[config.mk]
export PLATFORM = sky130hd
export DESIGN_NAME = card_deck_shuffle_deal
export DESIGN_NICKNAME = d
export VERILOG_FILES = /design/src/design/cds_pkg.sv /design/src/design/cds_mod_unit.sv /design/src/design/card_deck_shuffle_deal.sv
export SDC_FILE = /design/constraint.sdc
export NUM_CORES = 1
export LEC_CHECK = 0
export ABC_AREA = 1
export BUFFER_PORTS_ARGS = -buffer_cell sky130_fd_sc_hd__buf_2
export CORE_MARGIN = 2
export CORE_UTILIZATION = 60
export DETAILED_ROUTE_END_ITERATION = 10
export GPL_TIMING_DRIVEN = 0
export PLACE_DENSITY = 0.77
export SLEW_MARGIN = 20
export SYNTH_ARGS = -nofsm -noshare
export SYNTH_HDL_FRONTEND = slang
export SYNTH_SLANG_ARGS = --single-unit
[constraint.sdc]
create_clock -name clk -period 5.62 [get_ports clk]
set_input_delay 1.124 -clock clk [delete_from_list [all_inputs] [get_ports clk]]
set_output_delay 1.124 -clock clk [all_outputs]
set_load 0.005 [all_outputs]
[src/design/cds_pkg.sv]
// ----------------------------------------------------------------------------
// Card deck shuffle and deal: shared definitions
// Opcodes, status codes, field widths and the request and response types of
// the modulo unit.
// ----------------------------------------------------------------------------
package cds_pkg;

	// Field widths of the input and result beats.
	localparam int OP_W     = 3;
	localparam int RANK_W   = 4;
	localparam int SUIT_W   = 2;
	localparam int CARD_W   = RANK_W + SUIT_W;
	localparam int IDX_W    = 6;
	localparam int RND_W    = 31;
	localparam int STATUS_W = 2;

	// Deck capacity and default deck geometry.
	localparam int DECK_CAP           = 52;
	localparam int DEFAULT_RANK_COUNT = 13;
	localparam int DEFAULT_SUIT_COUNT = 4;

	// Opcodes.
	localparam logic [OP_W-1:0] OP_MARK       = 3'd0;
	localparam logic [OP_W-1:0] OP_BUILD      = 3'd1;
	localparam logic [OP_W-1:0] OP_DEAL       = 3'd2;
	localparam logic [OP_W-1:0] OP_SHUF_BEGIN = 3'd3;
	localparam logic [OP_W-1:0] OP_SHUF_STEP  = 3'd4;

	// Status codes.
	localparam logic [STATUS_W-1:0] ST_OK         = 2'd0;
	localparam logic [STATUS_W-1:0] ST_DEAL_SHORT = 2'd1;
	localparam logic [STATUS_W-1:0] ST_SHUF_DONE  = 2'd2;

	// Request to the modulo unit.
	typedef struct packed {
		logic             start;
		logic [RND_W-1:0] dividend;
		logic [IDX_W-1:0] divisor;
	} mod_req_t;

	// Response from the modulo unit.
	typedef struct packed {
		logic             done;
		logic [IDX_W-1:0] remainder;
	} mod_rsp_t;

endpackage

[src/design/cds_mod_unit.sv]
// ----------------------------------------------------------------------------
// Card deck shuffle and deal: modulo unit
// Restoring division, one dividend bit per cycle, that returns the
// remainder of a random word by a small divisor.
// ----------------------------------------------------------------------------
module cds_mod_unit (
	input  logic              clk,
	input  logic              arst_n,
	input  cds_pkg::mod_req_t req,
	output cds_pkg::mod_rsp_t rsp
);
	import cds_pkg::*;

	localparam int STEP_W = $clog2(RND_W);

	logic              busy_q;
	logic              done_q;
	logic [STEP_W-1:0] step_q;
	logic [RND_W-1:0]  dvd_q;
	logic [IDX_W-1:0]  dvs_q;
	logic [IDX_W:0]    rem_q;
	logic [IDX_W:0]    rem_sh;
	logic [IDX_W:0]    rem_nx;

	// One restoring step: shift in the next dividend bit, subtract if it fits.
	assign rem_sh = {rem_q[IDX_W-1:0], dvd_q[RND_W-1]};
	assign rem_nx = (rem_sh >= {1'b0, dvs_q}) ? (rem_sh - {1'b0, dvs_q}) : rem_sh;

	// Step counter and completion pulse.
	always_ff @(posedge clk or negedge arst_n) begin
		if (!arst_n) begin
			busy_q <= 1'b0;
			done_q <= 1'b0;
			step_q <= '0;
		end else if (req.start) begin
			busy_q <= 1'b1;
			done_q <= 1'b0;
			step_q <= '0;
		end else if (busy_q) begin
			step_q <= step_q + 1'b1;
			if (step_q == STEP_W'(RND_W - 1)) begin
				busy_q <= 1'b0;
				done_q <= 1'b1;
			end else begin
				done_q <= 1'b0;
			end
		end else begin
			done_q <= 1'b0;
		end
	end

	// Dividend shifter and partial remainder.
	always_ff @(posedge clk) begin
		if (req.start) begin
			dvd_q <= req.dividend;
			dvs_q <= req.divisor;
			rem_q <= '0;
		end else if (busy_q) begin
			dvd_q <= {dvd_q[RND_W-2:0], 1'b0};
			rem_q <= rem_nx;
		end
	end

	assign rsp.done      = done_q;
	assign rsp.remainder = rem_q[IDX_W-1:0];

endmodule

[src/design/card_deck_shuffle_deal.sv]
// ----------------------------------------------------------------------------
// Card deck shuffle and deal
// Deck store with exclusion marks, deck build, deal from the back and a
// Fisher-Yates shuffle performed one swap per input beat.
// ----------------------------------------------------------------------------
// The deck lives in a 52-entry synchronous memory with one read and one write
// port. One input beat is handled at a time. A mark, shuffle begin, failed or
// empty deal, or unknown opcode yields a single result beat. A build walks
// every (rank, suit) pair once. A deal of n cards reads each card from the
// memory and then sends it as a result beat. A shuffle step that still has a
// swap to do first waits on the bit-serial modulo unit, then does two reads
// and two writes of the memory. Stalls on the result side hold the sequencer.
// The next beat is taken while the final result of the previous one still
// waits in the output register.
// ----------------------------------------------------------------------------
module card_deck_shuffle_deal #(
	parameter int RANK_COUNT = cds_pkg::DEFAULT_RANK_COUNT,
	parameter int SUIT_COUNT = cds_pkg::DEFAULT_SUIT_COUNT
) (
	input  logic                          clk,
	input  logic                          arst_n,
	input  logic                          in_valid,
	output logic                          in_ready,
	input  logic [cds_pkg::OP_W-1:0]      opcode,
	input  logic [cds_pkg::RANK_W-1:0]    card_rank,
	input  logic [cds_pkg::SUIT_W-1:0]    card_suit,
	input  logic [cds_pkg::IDX_W-1:0]     deal_count,
	input  logic [cds_pkg::RND_W-1:0]     random_value,
	output logic                          out_valid,
	input  logic                          out_ready,
	output logic [cds_pkg::STATUS_W-1:0]  status,
	output logic                          card_valid,
	output logic [cds_pkg::RANK_W-1:0]    out_rank,
	output logic [cds_pkg::SUIT_W-1:0]    out_suit,
	output logic                          last,
	output logic [cds_pkg::IDX_W-1:0]     deck_size,
	output logic                          shuffle_done
);
	import cds_pkg::*;

	localparam int MASK_EXT_W = 2 ** IDX_W;
	localparam int BIT_W      = 8;

	// Sequencer states.
	localparam logic [3:0] S_IDLE    = 4'd0;
	localparam logic [3:0] S_RESP    = 4'd1;
	localparam logic [3:0] S_BUILD   = 4'd2;
	localparam logic [3:0] S_DEAL_RD = 4'd3;
	localparam logic [3:0] S_DEAL_WT = 4'd4;
	localparam logic [3:0] S_DIV     = 4'd5;
	localparam logic [3:0] S_SW_RDI  = 4'd6;
	localparam logic [3:0] S_SW_RDJ  = 4'd7;
	localparam logic [3:0] S_SW_WI   = 4'd8;
	localparam logic [3:0] S_SW_WJ   = 4'd9;

	// Bit position of a card in the exclusion mask, wide enough not to wrap.
	function automatic logic [BIT_W-1:0] card_bit(input logic [RANK_W-1:0] r,
			input logic [SUIT_W-1:0] s);
		return BIT_W'(r) * BIT_W'(SUIT_COUNT) + BIT_W'(s);
	endfunction

	logic [3:0]          state_q;
	logic [STATUS_W-1:0] status_q;
	logic [IDX_W-1:0]    remaining_q;
	logic [IDX_W-1:0]    swap_q;
	logic [DECK_CAP-1:0] mask_q;
	logic [RANK_W-1:0]   brank_q;
	logic [SUIT_W-1:0]   bsuit_q;
	logic [IDX_W-1:0]    fill_q;
	logic [IDX_W-1:0]    idx_q;
	logic [IDX_W-1:0]    left_q;
	logic [IDX_W-1:0]    j_q;
	logic [CARD_W-1:0]   tmp_q;

	// Deck memory and its ports.
	logic [CARD_W-1:0]   deck_mem [DECK_CAP];
	logic [CARD_W-1:0]   mem_rdata_q;
	logic [IDX_W-1:0]    mem_raddr;
	logic                mem_we;
	logic [IDX_W-1:0]    mem_waddr;
	logic [CARD_W-1:0]   mem_wdata;

	// Output register.
	logic                out_valid_q;
	logic [STATUS_W-1:0] out_status_q;
	logic                out_card_q;
	logic [RANK_W-1:0]   out_rank_q;
	logic [SUIT_W-1:0]   out_suit_q;
	logic                out_last_q;
	logic [IDX_W-1:0]    out_size_q;
	logic                out_done_q;

	logic                slot_free;
	logic                accept;
	logic [BIT_W-1:0]    mark_bit;
	logic                mark_ok;
	logic [MASK_EXT_W-1:0] mask_ext;
	logic [BIT_W-1:0]    build_bit;
	logic                build_place;
	logic                build_end;
	logic                swap_ok;
	mod_req_t            mod_req;
	mod_rsp_t            mod_rsp;

	assign slot_free = !out_valid_q || out_ready;
	assign in_ready  = (state_q == S_IDLE);
	assign accept    = in_valid && in_ready;

	// Mark decode: out-of-range cards are ignored.
	assign mark_bit = card_bit(card_rank, card_suit);
	assign mark_ok  = ({1'b0, card_rank} < (RANK_W + 1)'(RANK_COUNT))
			&& ({1'b0, card_suit} < (SUIT_W + 1)'(SUIT_COUNT))
			&& (mark_bit < BIT_W'(DECK_CAP));

	// Build walk: one (rank, suit) pair per cycle.
	assign mask_ext    = {{(MASK_EXT_W - DECK_CAP){1'b0}}, mask_q};
	assign build_bit   = card_bit(brank_q, bsuit_q);
	assign build_place = !mask_ext[build_bit[IDX_W-1:0]] && (fill_q < IDX_W'(DECK_CAP));
	assign build_end   = (brank_q == RANK_W'(RANK_COUNT - 1))
			&& (bsuit_q == SUIT_W'(SUIT_COUNT - 1));

	// A swap is possible while the swap position is nonzero and below the deck capacity.
	assign swap_ok = (swap_q != '0) && (swap_q < IDX_W'(DECK_CAP));

	// Modulo unit request for a shuffle step.
	assign mod_req.start    = accept && (opcode == OP_SHUF_STEP) && swap_ok;
	assign mod_req.dividend = random_value;
	assign mod_req.divisor  = swap_q + 1'b1;

	cds_mod_unit u_mod (
		.clk    (clk),
		.arst_n (arst_n),
		.req    (mod_req),
		.rsp    (mod_rsp)
	);

	// Memory port selection.
	always_comb begin
		mem_we    = 1'b0;
		mem_waddr = fill_q;
		mem_wdata = {brank_q, bsuit_q};
		mem_raddr = idx_q;
		unique case (state_q)
			S_BUILD: begin
				mem_we = build_place;
			end
			S_SW_RDI: begin
				mem_raddr = swap_q;
			end
			S_SW_RDJ: begin
				mem_raddr = j_q;
			end
			S_SW_WI: begin
				mem_we    = 1'b1;
				mem_waddr = swap_q;
				mem_wdata = mem_rdata_q;
			end
			S_SW_WJ: begin
				mem_we    = 1'b1;
				mem_waddr = j_q;
				mem_wdata = tmp_q;
			end
			default: begin
				mem_we = 1'b0;
			end
		endcase
	end

	// Deck memory with registered read data.
	always_ff @(posedge clk) begin
		if (mem_we) begin
			deck_mem[mem_waddr] <= mem_wdata;
		end
		mem_rdata_q <= deck_mem[mem_raddr];
	end

	// Sequencer and deck state.
	always_ff @(posedge clk or negedge arst_n) begin
		if (!arst_n) begin
			state_q     <= S_IDLE;
			status_q    <= ST_OK;
			remaining_q <= '0;
			swap_q      <= '0;
			mask_q      <= '0;
			brank_q     <= '0;
			bsuit_q     <= '0;
			fill_q      <= '0;
			idx_q       <= '0;
			left_q      <= '0;
			j_q         <= '0;
			tmp_q       <= '0;
		end else begin
			unique case (state_q)
				S_IDLE: begin
					if (in_valid) begin
						status_q <= ST_OK;
						state_q  <= S_RESP;
						unique case (opcode)
							OP_MARK: begin
								if (mark_ok) begin
									mask_q <= mask_q
											| (DECK_CAP'(1) << mark_bit[IDX_W-1:0]);
								end
							end
							OP_BUILD: begin
								brank_q <= '0;
								bsuit_q <= '0;
								fill_q  <= '0;
								state_q <= S_BUILD;
							end
							OP_DEAL: begin
								if (deal_count > remaining_q) begin
									status_q <= ST_DEAL_SHORT;
								end else if (deal_count != '0) begin
									remaining_q <= remaining_q - deal_count;
									swap_q      <= '0;
									idx_q       <= remaining_q - 1'b1;
									left_q      <= deal_count;
									state_q     <= S_DEAL_RD;
								end
							end
							OP_SHUF_BEGIN: begin
								swap_q <= (remaining_q != '0) ? (remaining_q - 1'b1) : '0;
							end
							OP_SHUF_STEP: begin
								if (swap_ok) begin
									state_q <= S_DIV;
								end else begin
									status_q <= ST_SHUF_DONE;
								end
							end
							default: begin
								status_q <= ST_OK;
							end
						endcase
					end
				end
				S_RESP: begin
					if (slot_free) begin
						state_q <= S_IDLE;
					end
				end
				S_BUILD: begin
					if (build_place) begin
						fill_q <= fill_q + 1'b1;
					end
					if (build_end) begin
						remaining_q <= fill_q + IDX_W'(build_place);
						mask_q      <= '0;
						swap_q      <= '0;
						state_q     <= S_RESP;
					end else if (bsuit_q == SUIT_W'(SUIT_COUNT - 1)) begin
						bsuit_q <= '0;
						brank_q <= brank_q + 1'b1;
					end else begin
						bsuit_q <= bsuit_q + 1'b1;
					end
				end
				S_DEAL_RD: begin
					state_q <= S_DEAL_WT;
				end
				S_DEAL_WT: begin
					if (slot_free) begin
						if (left_q == IDX_W'(1)) begin
							state_q <= S_IDLE;
						end else begin
							idx_q   <= idx_q - 1'b1;
							left_q  <= left_q - 1'b1;
							state_q <= S_DEAL_RD;
						end
					end
				end
				S_DIV: begin
					if (mod_rsp.done) begin
						j_q     <= mod_rsp.remainder;
						state_q <= S_SW_RDI;
					end
				end
				S_SW_RDI: begin
					state_q <= S_SW_RDJ;
				end
				S_SW_RDJ: begin
					tmp_q   <= mem_rdata_q;
					state_q <= S_SW_WI;
				end
				S_SW_WI: begin
					state_q <= S_SW_WJ;
				end
				S_SW_WJ: begin
					swap_q  <= swap_q - 1'b1;
					state_q <= S_RESP;
				end
				default: begin
					state_q <= S_IDLE;
				end
			endcase
		end
	end

	// Output register: loads one result beat when the slot is free and a result is due.
	always_ff @(posedge clk or negedge arst_n) begin
		if (!arst_n) begin
			out_valid_q  <= 1'b0;
			out_status_q <= ST_OK;
			out_card_q   <= 1'b0;
			out_rank_q   <= '0;
			out_suit_q   <= '0;
			out_last_q   <= 1'b0;
			out_size_q   <= '0;
			out_done_q   <= 1'b0;
		end else if (slot_free && (state_q == S_RESP)) begin
			out_valid_q  <= 1'b1;
			out_status_q <= status_q;
			out_card_q   <= 1'b0;
			out_rank_q   <= '0;
			out_suit_q   <= '0;
			out_last_q   <= 1'b1;
			out_size_q   <= remaining_q;
			out_done_q   <= (swap_q == '0);
		end else if (slot_free && (state_q == S_DEAL_WT)) begin
			out_valid_q  <= 1'b1;
			out_status_q <= ST_OK;
			out_card_q   <= 1'b1;
			out_rank_q   <= mem_rdata_q[CARD_W-1:SUIT_W];
			out_suit_q   <= mem_rdata_q[SUIT_W-1:0];
			out_last_q   <= (left_q == IDX_W'(1));
			out_size_q   <= remaining_q;
			out_done_q   <= (swap_q == '0);
		end else if (out_ready) begin
			out_valid_q <= 1'b0;
		end
	end

	assign out_valid    = out_valid_q;
	assign status       = out_status_q;
	assign card_valid   = out_card_q;
	assign out_rank     = out_rank_q;
	assign out_suit     = out_suit_q;
	assign last         = out_last_q;
	assign deck_size    = out_size_q;
	assign shuffle_done = out_done_q;

	// The deck never holds more cards than the memory has entries.
	assert property (@(posedge clk) disable iff (!arst_n)
		remaining_q <= IDX_W'(DECK_CAP))
	else $error("deck size exceeds capacity");

	// The modulo unit only reports back while a shuffle step waits for it.
	assert property (@(posedge clk) disable iff (!arst_n)
		mod_rsp.done |-> (state_q == S_DIV))
	else $error("modulo result arrived outside a shuffle step");

	// A deal only reads entries that lie at or above the new deck size.
	assert property (@(posedge clk) disable iff (!arst_n)
		((state_q == S_DEAL_RD) || (state_q == S_DEAL_WT))
			|-> ((idx_q >= remaining_q) && (left_q != '0)))
	else $error("deal pointer left the dealt range");

	// The swap partner never lies above the swap position.
	assert property (@(posedge clk) disable iff (!arst_n)
		(state_q == S_SW_RDI) |-> (j_q <= swap_q))
	else $error("swap partner out of range");

endmodule
==> report_table.html <==
<table>
<tr><th>Metric</th><th>Value</th></tr>
<tr><th colspan="2">Status</th></tr>
<tr><td>Status</td><td>completed</td></tr>
<tr><th colspan="2">Clocking</th></tr>
<tr><td>Worst-skew pair later-pin latency</td><td>0.61 ns</td></tr>
<tr><td>CTS tree</td><td>done</td></tr>
<tr><td>Number of buffers inserted to repair setup after CTS</td><td>0</td></tr>
<tr><td>Clock sink count</td><td>492</td></tr>
<tr><td>Number of levels the H-tree was split into</td><td>2</td></tr>
<tr><td>Total CTS buffers</td><td>51</td></tr>
<tr><td>Max clock buf depth</td><td>3</td></tr>
<tr><td>Buffer type at the clock tree root</td><td>clkbuf_16</td></tr>
<tr><td>Clock slew seen by the registers of the worst setup and hold paths</td><td>0.06 ns</td></tr>
<tr><td>CTS Hold Bufs</td><td>0</td></tr>
<tr><td>PostCTS Resize Cnt</td><td>0</td></tr>
<tr><th colspan="2">Layout</th></tr>
<tr><td>Flip-flop count of the largest register, all copies and words added</td><td>312</td></tr>
<tr><td>Registers with the highest flip-flop counts</td><td>deck_mem: 312 flops, mask_q: 52 flops, u_mod.dvd_q: 31 flops</td></tr>
<tr><td>Relative area change from synthesis to final layout</td><td>13.3%</td></tr>
<tr><td>Fraction of final layout cells with drive strength greater than 1</td><td>0.0914</td></tr>
<tr><td>Most common cell after layout, fill and taps aside</td><td>nand2_1</td></tr>
<tr><td>Register containing the most flip-flops in the final layout</td><td>deck_mem</td></tr>
<tr><td>Commonest cells after routing, fill and taps aside</td><td>nand2_1, inv_1, edfxtp_1, nand3_1, nor2_1</td></tr>
<tr><td>Count of filler cells inserted in the layout</td><td>2973</td></tr>
<tr><td>Antenna fix cells</td><td>0</td></tr>
<tr><td>Post-layout nets</td><td>2706</td></tr>
<tr><th colspan="2">Critical path</th></tr>
<tr><td>Required time of the critical path</td><td>5.86 ns</td></tr>
<tr><td>Worst setup path class</td><td>reg -&gt; reg</td></tr>
<tr><td>CP startpoint kind</td><td>flop</td></tr>
<tr><td>Worst-path maximum fanout</td><td>10</td></tr>
<tr><td>WP data arrival</td><td>3.75 ns</td></tr>
<tr><td>Crit. End Element</td><td>flop</td></tr>
<tr><th colspan="2">Die</th></tr>
<tr><td>Die boundary width</td><td>201 µm</td></tr>
<tr><td># IOs</td><td>69</td></tr>
<tr><td>Row count</td><td>72</td></tr>
<tr><td>Placeable core area</td><td>38400 µm²</td></tr>
<tr><td>Starting density of the core</td><td>0.604</td></tr>
<tr><td>Total die area</td><td>40200 µm²</td></tr>
<tr><td>Chip Height</td><td>201 µm</td></tr>
<tr><th colspan="2">Drt</th></tr>
<tr><td>Final antenna-violating net count</td><td>0</td></tr>
<tr><td>Number of design-rule violations left by the first detailed-router iteration</td><td>1996</td></tr>
<tr><td>DRC violations left</td><td>0</td></tr>
<tr><td>Overall via count from detail_route</td><td>18.1k</td></tr>
<tr><td>Post-detailed-route via-to-cell ratio</td><td>5.66</td></tr>
<tr><td>First-pass DRT Iterations</td><td>6</td></tr>
<tr><td>Wire length reported by the detailed router</td><td>59.2 mm</td></tr>
<tr><td>Routed wire per std cell</td><td>18.6 µm</td></tr>
<tr><th colspan="2">Yosys</th></tr>
<tr><td>Summed instance area of the synthesized netlist</td><td>23200 µm²</td></tr>
<tr><td>Portion of synthesized cell area occupied by the leading cell type</td><td>0.452</td></tr>
<tr><td>Post-synthesis sequential area ratio</td><td>0.604</td></tr>
<tr><td>Synth warn</td><td>0</td></tr>
<tr><td>Register bit total from synthesis</td><td>492</td></tr>
<tr><td>Number of distinct library cells after synthesis</td><td>53</td></tr>
<tr><td>Gate count of the mapped netlist</td><td>2495</td></tr>
<tr><td>Average size of a mapped cell</td><td>9.29 µm²</td></tr>
<tr><td>Number of enable flip-flop cells after synthesis</td><td>349</td></tr>
<tr><td>Synth area leaders</td><td>edfxtp_1, dfrtp_1, nand2_1, inv_1, nand3_1</td></tr>
<tr><td>Biggest area consumer among synthesized cells</td><td>edfxtp_1</td></tr>
<tr><td>Mapped Nets</td><td>2574</td></tr>
<tr><td>Fraction of registers with async set or reset after synthesis</td><td>0.266</td></tr>
<tr><td>Prevailing post-synth register cell</td><td>edfxtp_1</td></tr>
<tr><th colspan="2">STA</th></tr>
<tr><td>Fin. Hold Viols</td><td>0</td></tr>
<tr><td>Number of setup violations in the final report</td><td>0</td></tr>
<tr><td>Unrepaired setup endpoints after global routing</td><td>false</td></tr>
<tr><td>Post-route minimum period</td><td>3.51 ns</td></tr>
<tr><td>Largest clock skew in the final design</td><td>0.0256 ns</td></tr>
<tr><td>Final Max Slew Viols</td><td>0</td></tr>
<tr><td>Part of the cycle the worst path needs</td><td>0.624</td></tr>
<tr><td>Final total negative setup slack</td><td>0 ns</td></tr>
<tr><td>Hold Slack</td><td>0.386 ns</td></tr>
<tr><td>Headroom to the max-slew limit</td><td>0.375</td></tr>
<tr><td>Achievable clock frequency</td><td>0.285 GHz</td></tr>
<tr><td>Slew of the pin with the lowest slew margin</td><td>0.928 ns</td></tr>
<tr><th colspan="2">Pwr</th></tr>
<tr><td>Static leakage</td><td>11.5 nW</td></tr>
<tr><td>Pwr/cell area</td><td>504 nW/µm²</td></tr>
<tr><td>Peak ir drop on the vdd network</td><td>0.000346 V</td></tr>
<tr><th colspan="2">Global route</th></tr>
<tr><td>Initial antenna violation count</td><td>0</td></tr>
<tr><td>Global route total overflow</td><td>0</td></tr>
<tr><td>Maximum number of pins on one net before global-route repair</td><td>95</td></tr>
<tr><td>Via count of the first global-routing pass</td><td>17.5k</td></tr>
<tr><td>First-pass GRT wire length</td><td>93.6 mm</td></tr>
<tr><td>Overall Global Routing Usage</td><td>0.296</td></tr>
<tr><th colspan="2">Place</th></tr>
<tr><td>Count of input and output buffers</td><td>66</td></tr>
<tr><td>Post-detailed-placement half-perimeter wirelength</td><td>41.6 mm</td></tr>
<tr><td>Routability-driven placement congestion ratio</td><td>0.941</td></tr>
<tr><th colspan="2">Worst hold path</th></tr>
<tr><td>Kind of path behind the tightest hold check</td><td>in -&gt; async</td></tr>
<tr><th colspan="2">Flow run</th></tr>
<tr><td>Number of maximum-capacitance constraint violations</td><td>0</td></tr>
</table>
==> worst paths after layout <==
path | startpoint | endpoint | slack [ns] | cells past startpoint
min reg2reg | card_valid$_DFFE_PN0P_ | card_valid$_DFFE_PN0P_ | 0.48 | 2
min | arst_n | mask_q[22]$_DFFE_PN0P_ | 0.39 | 1
max reg2reg | state_q[3]$_DFFE_PN0P_ | deck_mem[42][5]$_DFFE_PP_ | 2.11 | 11
min in group clk | card_valid$_DFFE_PN0P_ | card_valid$_DFFE_PN0P_ | 0.48 | 2
max in group asynchronous | arst_n | j_q[2]$_DFFE_PN0P_ | 4.44 | 2
max | state_q[3]$_DFFE_PN0P_ | deck_mem[42][5]$_DFFE_PP_ | 2.11 | 11
==> cells in the mapped netlist (7+ instances only) <==
master    number
dfxtp_1       12
nand3_1      283
o22ai_1       12
nor3_1        23
dfrtp_1      131
inv_1        390
xor2_1        18
o221ai_1       7
a21oi_1       72
o21ai_0      112
o211ai_1      61
buf_2         40
nand2_1      628
a31oi_1        7
clkbuf_1      57
inv_2          9
nand4_1       15
nor2_1       166
ha_1          27
edfxtp_1     349
==> cells by family after synthesis <==
logic type	after synthesis	share of synthesized area
buf+inv	506	0.0853
simple gates	1149	0.211
compound gates	297	0.0758
fa+ha+maj	29	0.0163
flops	492	0.604
xor+xnor	22	0.00831
==> final cells by class <==
cell class / count / area, µm² / area share
repair buffers: 79 / 698 / 0.0266
flip-flops and latches: 492 / 14000 / 0.533
well taps: 518 / 648 / 0.0247
multi-input cells: 1497 / 7320 / 0.279
inverters: 402 / 1510 / 0.0575
clock inverters: 35 / 278 / 0.0106
clock buffers: 61 / 1340 / 0.0512
plain buffers: 104 / 467 / 0.0178
==> routing by layer <==
metal	share of wire	global-route usage	vias to the layer above
met4	0.038	0.115	0
li1	-	-	8481
met2	0.47	0.476	897
met1	0.40	0.400	8494
met3	0.095	0.0601	179
met5	0	0	-
==> report_power, final <==
part           switching, mW  leakage [nW]  internal, mW
logic                   3.57          5.82          1.56
clock network           1.41         0.805          1.89
registers              0.259          4.85          4.56
==> critical path: stages (launching register included) <==
cell and delay (ns):
dfrtp_1 0.42, inv_2 0.07, nor2_1 0.08, inv_1 0.08, nor2_1 0.22, clkbuf_1 0.73, nand2_1 0.15, nand2_1 0.25
inv_1 0.12, nor2_1 0.27, nand2_1 0.20, nor2_1 0.56
==> per-stage QoR <==
step                      utilization  cell area (µm²)  cells  power (mW)  worst slack (ns)
after floorplan                     -            23200   2495        8.04              2.52
after global placement          0.630            24200   3079        9.55            0.0775
after detailed placement        0.642            24600   3092        9.86              2.18
after CTS                       0.684            26300   3188        13.2              2.20
after global routing            0.684            26300   3188        14.0              1.85
final                           0.684            26300   3188        13.2              2.11
(Power assumes the default switching activity.)
